$ cat src/hdl/afl_pkg.sv
// Shared types and constants for the aspect fit/fill layout core.
// No dependencies; compiled first.
package afl_pkg;

	localparam int DIM_W     = 16;
	localparam int POS_W     = DIM_W + 1;
	localparam int PROD_W    = 2 * DIM_W;
	localparam int DIV_STEPS = DIM_W;
	localparam int CFG_IDX_W = 3;

	typedef logic [DIM_W-1:0]        dim_t;
	typedef logic signed [POS_W-1:0] pos_t;
	typedef logic [PROD_W-1:0]       prod_t;

	typedef enum logic [2:0] {
		SM_FIT       = 3'd0,
		SM_FILL      = 3'd1,
		SM_FILL_W    = 3'd2,
		SM_FILL_H    = 3'd3,
		SM_STRETCH   = 3'd4,
		SM_STRETCH_X = 3'd5,
		SM_STRETCH_Y = 3'd6,
		SM_NONE      = 3'd7
	} scale_mode_t;

	typedef enum logic [CFG_IDX_W-1:0] {
		REG_SCALE_MODE  = 3'd0,
		REG_ALIGN_MODE  = 3'd1,
		REG_TARGET_W    = 3'd2,
		REG_TARGET_H    = 3'd3,
		REG_CONTAINER_W = 3'd4,
		REG_CONTAINER_H = 3'd5
	} cfg_idx_t;

	// anchor placement along one axis
	typedef enum logic [1:0] {
		PL_START  = 2'd0,
		PL_CENTER = 2'd1,
		PL_END    = 2'd2,
		PL_NONE   = 2'd3
	} place_t;

	// which output dimension comes from the quotient
	typedef enum logic [1:0] {
		QS_NONE = 2'd0,
		QS_W    = 2'd1,
		QS_H    = 2'd2
	} qsel_t;

	typedef struct packed {
		logic  bad;
		qsel_t qsel;
		dim_t  w_fix;
		dim_t  h_fix;
	} ctl_t;

	typedef struct packed {
		ctl_t ctl;
		logic sat;
		dim_t den;
		dim_t rem;
		dim_t lo;
		dim_t q;
	} div_t;

	localparam dim_t RST_TARGET_W    = 16'd2048;
	localparam dim_t RST_TARGET_H    = 16'd512;
	localparam dim_t RST_CONTAINER_W = 16'd2048;
	localparam dim_t RST_CONTAINER_H = 16'd512;
	localparam logic [3:0] RST_ALIGN = 4'd4;

	function automatic place_t align_col(logic [3:0] a);
		place_t p;
		unique case (a)
			4'd0, 4'd3, 4'd6: p = PL_START;
			4'd1, 4'd4, 4'd7: p = PL_CENTER;
			4'd2, 4'd5, 4'd8: p = PL_END;
			default:          p = PL_NONE;
		endcase
		return p;
	endfunction

	function automatic place_t align_row(logic [3:0] a);
		place_t p;
		unique case (a)
			4'd0, 4'd1, 4'd2: p = PL_START;
			4'd3, 4'd4, 4'd5: p = PL_CENTER;
			4'd6, 4'd7, 4'd8: p = PL_END;
			default:          p = PL_NONE;
		endcase
		return p;
	endfunction

endpackage

$ cat src/hdl/afl_req_if.sv
// Request channel: source size, valid/ready handshake.
// Depends on afl_pkg.
interface afl_req_if;
	logic          valid;
	logic          ready;
	afl_pkg::dim_t source_w;
	afl_pkg::dim_t source_h;

	modport source (output valid, output source_w, output source_h, input ready);
	modport sink (input valid, input source_w, input source_h, output ready);
endinterface

$ cat src/hdl/afl_rsp_if.sv
// Result channel: scaled size, aligned position and bad-source flag.
// Depends on afl_pkg.
interface afl_rsp_if;
	logic          valid;
	logic          ready;
	afl_pkg::dim_t out_w;
	afl_pkg::dim_t out_h;
	afl_pkg::pos_t pos_x;
	afl_pkg::pos_t pos_y;
	logic          bad_source;

	modport source (output valid, output out_w, output out_h, output pos_x,
		output pos_y, output bad_source, input ready);
	modport sink (input valid, input out_w, input out_h, input pos_x,
		input pos_y, input bad_source, output ready);
endinterface

$ cat src/hdl/afl_cfg_if.sv
// Configuration write channel: register index and data, valid/ready.
// Depends on afl_pkg.
interface afl_cfg_if;
	logic                              valid;
	logic                              ready;
	logic [afl_pkg::CFG_IDX_W-1:0]     index;
	logic [afl_pkg::DIM_W-1:0]         data;

	modport source (output valid, output index, output data, input ready);
	modport sink (input valid, input index, input data, output ready);
endinterface

$ cat src/hdl/aspect_fit_fill_layout_core.sv
// Aspect fit/fill layout core: scale a source box toward a target, then anchor it.
// Products, decode, divider, output register; one request per cycle unless stalled.
// Depth is set by the restoring divider, one quotient bit per stage (16 stages).
// The whole pipeline advances whenever the output register is empty or taken.
// arst_n clears all valid bits and loads the register reset values.
// Depends on afl_pkg, afl_req_if, afl_rsp_if, afl_cfg_if.
module aspect_fit_fill_layout_core (
	input  logic clk,
	input  logic arst_n,
	afl_req_if.sink   req,
	afl_rsp_if.source rsp,
	afl_cfg_if.sink   cfg
);
	import afl_pkg::*;

	// configuration registers
	scale_mode_t scale_q;
	logic [3:0]  align_q;
	dim_t        tw_q, th_q, cw_q, ch_q;

	logic adv;

	// stage 1: products
	logic  v_s1;
	dim_t  sw_s1, sh_s1;
	prod_t pa_s1, pb_s1;

	// stage 2 decode result
	ctl_t  ctl_d;
	prod_t num_d;
	dim_t  den_d;
	logic  wide_d;

	// divider stages; index 0 is the stage-2 register
	div_t div_s  [0:DIV_STEPS];
	logic divv_s [0:DIV_STEPS];

	// output stage
	dim_t   quo_f, w_f, h_f;
	pos_t   px_f, py_f;

	assign cfg.ready = 1'b1;
	assign adv       = !rsp.valid || rsp.ready;
	assign req.ready = adv;

	always_ff @(posedge clk or negedge arst_n) begin
		if (!arst_n) begin
			scale_q <= SM_FIT;
			align_q <= RST_ALIGN;
			tw_q    <= RST_TARGET_W;
			th_q    <= RST_TARGET_H;
			cw_q    <= RST_CONTAINER_W;
			ch_q    <= RST_CONTAINER_H;
		end else if (cfg.valid) begin
			case (cfg.index)
				REG_SCALE_MODE:  scale_q <= scale_mode_t'(cfg.data[2:0]);
				REG_ALIGN_MODE:  align_q <= cfg.data[3:0];
				REG_TARGET_W:    tw_q <= cfg.data;
				REG_TARGET_H:    th_q <= cfg.data;
				REG_CONTAINER_W: cw_q <= cfg.data;
				REG_CONTAINER_H: ch_q <= cfg.data;
				default: ;
			endcase
		end
	end

	// stage 1: cross products th*sw and sh*tw
	always_ff @(posedge clk or negedge arst_n) begin
		if (!arst_n) begin
			v_s1 <= 1'b0;
		end else if (adv) begin
			v_s1 <= req.valid;
		end
	end

	always_ff @(posedge clk) begin
		if (adv) begin
			sw_s1 <= req.source_w;
			sh_s1 <= req.source_h;
			pa_s1 <= PROD_W'(th_q) * PROD_W'(req.source_w);
			pb_s1 <= PROD_W'(req.source_h) * PROD_W'(tw_q);
		end
	end

	// stage 2: choose axis; width axis divides sh*tw by sw, height axis sw*th by sh
	always_comb begin
		ctl_d.bad   = 1'b0;
		ctl_d.qsel  = QS_NONE;
		ctl_d.w_fix = '0;
		ctl_d.h_fix = '0;
		num_d       = pb_s1;
		den_d       = sw_s1;
		unique case (scale_q)
			SM_FIT, SM_FILL: begin
				if (sw_s1 == '0 || sh_s1 == '0) begin
					ctl_d.bad = 1'b1;
				end else if ((scale_q == SM_FIT) ? (pa_s1 > pb_s1) : (pa_s1 < pb_s1)) begin
					ctl_d.qsel  = QS_H;
					ctl_d.w_fix = tw_q;
				end else begin
					ctl_d.qsel  = QS_W;
					ctl_d.h_fix = th_q;
					num_d       = pa_s1;
					den_d       = sh_s1;
				end
			end
			SM_FILL_W: begin
				if (sw_s1 == '0) begin
					ctl_d.bad = 1'b1;
				end else begin
					ctl_d.qsel  = QS_H;
					ctl_d.w_fix = tw_q;
				end
			end
			SM_FILL_H: begin
				if (sh_s1 == '0) begin
					ctl_d.bad = 1'b1;
				end else begin
					ctl_d.qsel  = QS_W;
					ctl_d.h_fix = th_q;
					num_d       = pa_s1;
					den_d       = sh_s1;
				end
			end
			SM_STRETCH: begin
				ctl_d.w_fix = tw_q;
				ctl_d.h_fix = th_q;
			end
			SM_STRETCH_X: begin
				ctl_d.w_fix = tw_q;
				ctl_d.h_fix = sh_s1;
			end
			SM_STRETCH_Y: begin
				ctl_d.w_fix = sw_s1;
				ctl_d.h_fix = th_q;
			end
			SM_NONE: begin
				ctl_d.w_fix = sw_s1;
				ctl_d.h_fix = sh_s1;
			end
		endcase
		// quotient exceeds the dimension range iff the high half reaches the divisor
		wide_d = num_d[PROD_W-1:DIM_W] >= den_d;
	end

	always_ff @(posedge clk or negedge arst_n) begin
		if (!arst_n) begin
			divv_s[0] <= 1'b0;
		end else if (adv) begin
			divv_s[0] <= v_s1;
		end
	end

	always_ff @(posedge clk) begin
		if (adv) begin
			div_s[0].ctl <= ctl_d;
			div_s[0].sat <= wide_d;
			div_s[0].den <= den_d;
			div_s[0].lo  <= num_d[DIM_W-1:0];
			div_s[0].q   <= '0;
			// start from zero when the quotient is not used, keeps rem < den
			div_s[0].rem <= (wide_d || ctl_d.qsel == QS_NONE) ? '0
				: num_d[PROD_W-1:DIM_W];
		end
	end

	// restoring divider, one quotient bit per stage
	for (genvar k = 0; k < DIV_STEPS; k++) begin : g_div
		logic [DIM_W:0] trial;
		logic           ge;

		assign trial = {div_s[k].rem, div_s[k].lo[DIM_W-1]};
		assign ge    = trial >= {1'b0, div_s[k].den};

		always_ff @(posedge clk or negedge arst_n) begin
			if (!arst_n) begin
				divv_s[k+1] <= 1'b0;
			end else if (adv) begin
				divv_s[k+1] <= divv_s[k];
			end
		end

		always_ff @(posedge clk) begin
			if (adv) begin
				div_s[k+1].ctl <= div_s[k].ctl;
				div_s[k+1].sat <= div_s[k].sat;
				div_s[k+1].den <= div_s[k].den;
				div_s[k+1].lo  <= {div_s[k].lo[DIM_W-2:0], 1'b0};
				div_s[k+1].q   <= {div_s[k].q[DIM_W-2:0], ge};
				div_s[k+1].rem <= ge ? DIM_W'(trial - {1'b0, div_s[k].den})
					: trial[DIM_W-1:0];
			end
		end
	end

	// offset along one axis; centre is floor((cont - size) / 2)
	function automatic pos_t place_axis(place_t where, dim_t cont, dim_t size);
		pos_t d;
		pos_t p;
		d = $signed({1'b0, cont}) - $signed({1'b0, size});
		unique case (where)
			PL_CENTER: p = d >>> 1;
			PL_END:    p = d;
			PL_START,
			PL_NONE:   p = '0;
		endcase
		return p;
	endfunction

	always_comb begin
		quo_f = div_s[DIV_STEPS].sat ? {DIM_W{1'b1}} : div_s[DIV_STEPS].q;
		w_f   = (div_s[DIV_STEPS].ctl.qsel == QS_W) ? quo_f : div_s[DIV_STEPS].ctl.w_fix;
		h_f   = (div_s[DIV_STEPS].ctl.qsel == QS_H) ? quo_f : div_s[DIV_STEPS].ctl.h_fix;
		px_f  = place_axis(align_col(align_q), cw_q, w_f);
		py_f  = place_axis(align_row(align_q), ch_q, h_f);
	end

	always_ff @(posedge clk or negedge arst_n) begin
		if (!arst_n) begin
			rsp.valid <= 1'b0;
		end else if (adv) begin
			rsp.valid <= divv_s[DIV_STEPS];
		end
	end

	always_ff @(posedge clk) begin
		if (adv) begin
			rsp.out_w      <= w_f;
			rsp.out_h      <= h_f;
			rsp.pos_x      <= px_f;
			rsp.pos_y      <= py_f;
			rsp.bad_source <= div_s[DIV_STEPS].ctl.bad;
		end
	end

`ifndef SYNTHESIS
	a_bad_zero_size: assert property (@(posedge clk) disable iff (!arst_n)
		rsp.valid && rsp.bad_source |-> rsp.out_w == '0 && rsp.out_h == '0)
		else $error("bad source result with nonzero size");

	a_rem_below_den: assert property (@(posedge clk) disable iff (!arst_n)
		divv_s[DIV_STEPS] && div_s[DIV_STEPS].den != '0
		|-> div_s[DIV_STEPS].rem < div_s[DIV_STEPS].den)
		else $error("divider remainder not below divisor");

	a_no_bad_undivided: assert property (@(posedge clk) disable iff (!arst_n)
		rsp.valid && (scale_q == SM_STRETCH || scale_q == SM_STRETCH_X
		|| scale_q == SM_STRETCH_Y || scale_q == SM_NONE) |-> !rsp.bad_source)
		else $error("bad source flagged in a mode without division");

	a_stretch_target: assert property (@(posedge clk) disable iff (!arst_n)
		rsp.valid && scale_q == SM_STRETCH |-> rsp.out_w == tw_q && rsp.out_h == th_q)
		else $error("stretch result differs from target");
`endif

endmodule
$ cat src/flat_wrapper.sv
// flat-port wrapper written by rule: the top's interface ports become plain ports
module aspect_fit_fill_layout_core_flat import afl_pkg::*;
  (clk, arst_n, req_valid, req_source_w, req_source_h, req_ready, rsp_valid, rsp_out_w, rsp_out_h, rsp_pos_x, rsp_pos_y, rsp_bad_source, rsp_ready, cfg_valid, cfg_index, cfg_data, cfg_ready);
  afl_req_if req_i ();
  afl_rsp_if rsp_i ();
  afl_cfg_if cfg_i ();
  input  logic clk;
  input  logic arst_n;
  input wire logic [$bits(req_i.valid)-1:0] req_valid;
  input wire logic [$bits(req_i.source_w)-1:0] req_source_w;
  input wire logic [$bits(req_i.source_h)-1:0] req_source_h;
  output wire logic [$bits(req_i.ready)-1:0] req_ready;
  output wire logic [$bits(rsp_i.valid)-1:0] rsp_valid;
  output wire logic [$bits(rsp_i.out_w)-1:0] rsp_out_w;
  output wire logic [$bits(rsp_i.out_h)-1:0] rsp_out_h;
  output wire logic [$bits(rsp_i.pos_x)-1:0] rsp_pos_x;
  output wire logic [$bits(rsp_i.pos_y)-1:0] rsp_pos_y;
  output wire logic [$bits(rsp_i.bad_source)-1:0] rsp_bad_source;
  input wire logic [$bits(rsp_i.ready)-1:0] rsp_ready;
  input wire logic [$bits(cfg_i.valid)-1:0] cfg_valid;
  input wire logic [$bits(cfg_i.index)-1:0] cfg_index;
  input wire logic [$bits(cfg_i.data)-1:0] cfg_data;
  output wire logic [$bits(cfg_i.ready)-1:0] cfg_ready;
  assign req_i.valid = req_valid;
  assign req_i.source_w = req_source_w;
  assign req_i.source_h = req_source_h;
  assign req_ready = req_i.ready;
  assign rsp_valid = rsp_i.valid;
  assign rsp_out_w = rsp_i.out_w;
  assign rsp_out_h = rsp_i.out_h;
  assign rsp_pos_x = rsp_i.pos_x;
  assign rsp_pos_y = rsp_i.pos_y;
  assign rsp_bad_source = rsp_i.bad_source;
  assign rsp_i.ready = rsp_ready;
  assign cfg_i.valid = cfg_valid;
  assign cfg_i.index = cfg_index;
  assign cfg_i.data = cfg_data;
  assign cfg_ready = cfg_i.ready;
  aspect_fit_fill_layout_core u_core (.clk(clk), .arst_n(arst_n), .req(req_i), .rsp(rsp_i), .cfg(cfg_i));
endmodule
$ cat config.mk
export PLATFORM = sky130hd
export DESIGN_NAME = aspect_fit_fill_layout_core_flat
export DESIGN_NICKNAME = d
export VERILOG_FILES = /design/src/hdl/afl_pkg.sv /design/src/hdl/afl_req_if.sv /design/src/hdl/afl_rsp_if.sv /design/src/hdl/afl_cfg_if.sv /design/src/hdl/aspect_fit_fill_layout_core.sv /design/src/flat_wrapper.sv
export SDC_FILE = /design/constraint.sdc
export NUM_CORES = 2
export LEC_CHECK = 0
export BUFFER_PORTS_ARGS = -buffer_cell sky130_fd_sc_hd__clkbuf_2
export CAP_MARGIN = 0
export CORE_UTILIZATION = 30
export DETAILED_ROUTE_END_ITERATION = 8
export PLACE_DENSITY = 0.55
export REMOVE_ABC_BUFFERS = 1
export SETUP_SLACK_MARGIN = 0.05
export SLEW_MARGIN = 20
export SYNTH_ARGS = -nofsm -noshare
export SYNTH_HDL_FRONTEND = slang
export SYNTH_SLANG_ARGS = --single-unit
$ cat constraint.sdc
create_clock -name clk -period 98.5 [get_ports clk]
set_clock_uncertainty 0.2 [all_clocks]
set_input_delay 19.7 -clock clk [delete_from_list [all_inputs] [get_ports clk]]
set_output_delay 19.7 -clock clk [all_outputs]
set_load 0.005 [all_outputs]
==> flow_summary_export.csv <==
group,metric,value,unit
critical_path,cpPeakStageDelay,260,ps
timing,hold_violations,0,
critical_path,rr_startpoint,"u_core.tw_q[3]",
drt,totalWireLength,176,mm
clocking,hold_buffers,0,
drt,drc_errors,0,
clocking,cts_buffers,169,
clocking,cts-htree-levels,4,
placement,gp_congestion,0.864,
synthesis,yosysUniqueCellTypes,98,
timing,setup_tns,0,ps
synthesis,syn_area,86500,sq um
synthesis,seq_area_frac_synth,0.567,
clocking,cts_root_buf,"clkbuf_16",
global_route,overflow,0,
drt,viasPerCell,4.58,
timing,fmax,24.9,MHz
worst_hold_path,min_from,"u_core.div_s[9][80]",
worst_hold_path,hold_path_class,"flip-flop to flip-flop",
timing,finalCriticalPeriod,40130,ps
synthesis,ys.flop_type,"edfxtp_1",
drt,drtIter0Drc,3350,
run_status,status,"finished clean",
synthesis,ys_top_cells_by_area,"edfxtp_1, fa_1, ha_1",
synthesis,postSynthAreaPerCell,13.2,sq um
timing,worst_pin_slew,1040,ps
critical_path,regToRegEndpoint,"u_core.pb_s1[31]",
global_route,grtUsageTotal,0.120,
timing,period_share,0.407,
critical_path,crit_slowest_cell,"nand2b_4",
clocking,clock_latency,800,ps
drt,vias,48783,
die,fp.dieW,539,um
timing,setup_viol,0,
critical_path,worstPathRequired,78600,ps
critical_path,reg2reg_depth,20,
synthesis,async_flop_share,0.0546,
placement,postPlaceCellArea,91600,sq um
timing,maxSlewViolCount,0,
critical_path,cp-start-kind,"input pin",
layout,nets,7747,
global_route,grt_pass1_vias,51000,
clocking,cts_tree,"yes",
critical_path,crit_arrival,20230,ps
layout,final_area,97100,sq um
die,rows,196,
die,initial_core_util,0.303,
drt,first_pass_iters,6,
synthesis,netlist_instances,6561,
layout,area_growth,12.2,%
global_route,grt_max_degree,186,
critical_path,critPathBufInv,2,
critical_path,crit_chain,"clkbuf_2 -> nand2b_4 -> clkbuf_2",
timing,maxSlewHeadroom,0.306,
placement,dp.final_hpwl,129,mm
clocking,cts.repair.resized,0,
critical_path,r2r_slack,91310,ps
drt,routedWlPerCell,16.5,um
critical_path,crit_family,"simple AND/OR/NAND/NOR gates",
clocking,cts.clk_slew.worst_paths,60,ps
critical_path,cpMostUsedCell,"clkbuf_2",
critical_path,critPathKind,"input pin to output pin",
timing,rsz0062_at_grt,"false",
worst_hold_path,hold_depth,0,
layout,final_util,0.339,
clocking,clockBufferDepth,3,
worst_hold_path,whs_endpoint,"u_core.div_s[10][80]",
layout,fillers,27860,
drt,ant_nets,0,
timing,timing.hold.ws,202,ps
critical_path,crit_path_end_kind,"output pin",
die,ios,126,
placement,port_buffers,124,
synthesis,synth_edf_count,1559,
die,core_area,286000,sq um
die,die_y,539,um
synthesis,yosys_warnings,0,
synthesis,synth_top_area_share,0.541,
synthesis,yosys.area.top_type,"edfxtp_1",
run,timing.max_cap.violations,0,
critical_path,crit_fanout,12,
synthesis,synth-seq-cells,1649,
die,die_area,291000,sq um
global_route,grt_pass1_wl,279,mm
clocking,clkSinkCount,1649,
clocking,post_cts_buffers,0,
layout,drive_gt1_frac,0.0982,
global_route,antenna_found_initial,21,
-- cells in the mapped netlist (all sizes together), types with 121 or more instances --
master	number
clkbuf	121
nand2	447
edfxtp	1559
nor2	239
inv	885
o21ai	186
and2	255
xnor2	168
fa	405
mux2	202
a21oi	307
ha	548
-- final cells by class --
class | count | area, sq um | area share
antenna | 5 | 12.5 | 0.000129
clock buffer | 201 | 4370 | 0.0450
clock inverter | 113 | 1070 | 0.0110
inverter | 891 | 3340 | 0.0345
multi-input combinational | 3856 | 33500 | 0.345
sequential | 1649 | 49100 | 0.506
tap | 3762 | 4710 | 0.0485
timing repair buffer | 171 | 1020 | 0.0105
-- worst max path at each step --
stage / startpoint / end / cells after the start
3_3_place_gp: rsp_ready / req_ready / 3
2_1_floorplan: rsp_ready / req_ready / 1
3_5_place_dp: rsp_ready / req_ready / 3
5_1_grt: rsp_ready / req_ready / 3
6_report: rsp_ready / req_ready / 3
4_1_cts: rsp_ready / req_ready / 3
-- flip-flops by register name (all words and copies together) (netlist names), 3 cells and up --
signal and cells:
u_core.divv_s 17, u_core.sh_s1 16, u_core.cw_q 16, u_core.scale_q 3, u_core.rsp.out_w 16, u_core.rsp.pos_x 17, u_core.pb_s1 32, u_core.sw_s1 16
u_core.rsp.pos_y 17, u_core.th_q 16, u_core.pa_s1 32, u_core.rsp.out_h 16, u_core.tw_q 16, u_core.div_s 1396, u_core.ch_q 16, u_core.align_q 4
-- per-stage QoR --
step           worst slack (ps)  std cells
2_1_floorplan             21400       6396
3_3_place_gp              58280      10328
3_5_place_dp              58300      10328
4_1_cts                   58300      10642
5_1_grt                   58280      10643
6_report                  58370      10648
-- placed cells by master, fill, tap and decap left out, types with 99 or more instances in the layout --
| master | synthesis | final |
|---|---|---|
| inv_1 | 885 | 885 |
| edfxtp_1 | 1559 | 1559 |
| a21o_1 | 99 | 99 |
| clkbuf_2 | 0 | 123 |
| fa_1 | 405 | 405 |
| nand2_1 | 447 | 447 |
| nor2_1 | 239 | 238 |
| mux2_2 | 195 | 195 |
| xnor2_1 | 168 | 168 |
| o21ai_0 | 170 | 170 |
| and2_1 | 255 | 255 |
| a21oi_1 | 306 | 306 |
| ha_1 | 548 | 548 |
| clkbuf_16 | 0 | 170 |
-- routing by layer --
metal  up-vias  wire, um  global-route usage
met5         -        23                   0
met4         4      5880              0.0435
met3       332      7950              0.0206
met2      1046     82300               0.201
met1     23940     79700               0.156
li1      23461         -                   -
-- logic make-up (layout without fill, tap and decap cells) --
logic type / count (synthesis) / count (layout) / synth area share
mux: 243 / 243 / 0.0313
fa+ha+maj: 953 / 953 / 0.173
compound gates: 963 / 963 / 0.0722
simple gates: 1458 / 1458 / 0.0853
flops: 1649 / 1649 / 0.567
buf+inv: 1056 / 1376 / 0.0469
xor+xnor: 238 / 238 / 0.0241
other cells: 1 / 6 / 0.0000433
Power is left out: the tool's default activity adds up to more than one toggle a clock period on the data nets, which glitch-free logic cannot reach.
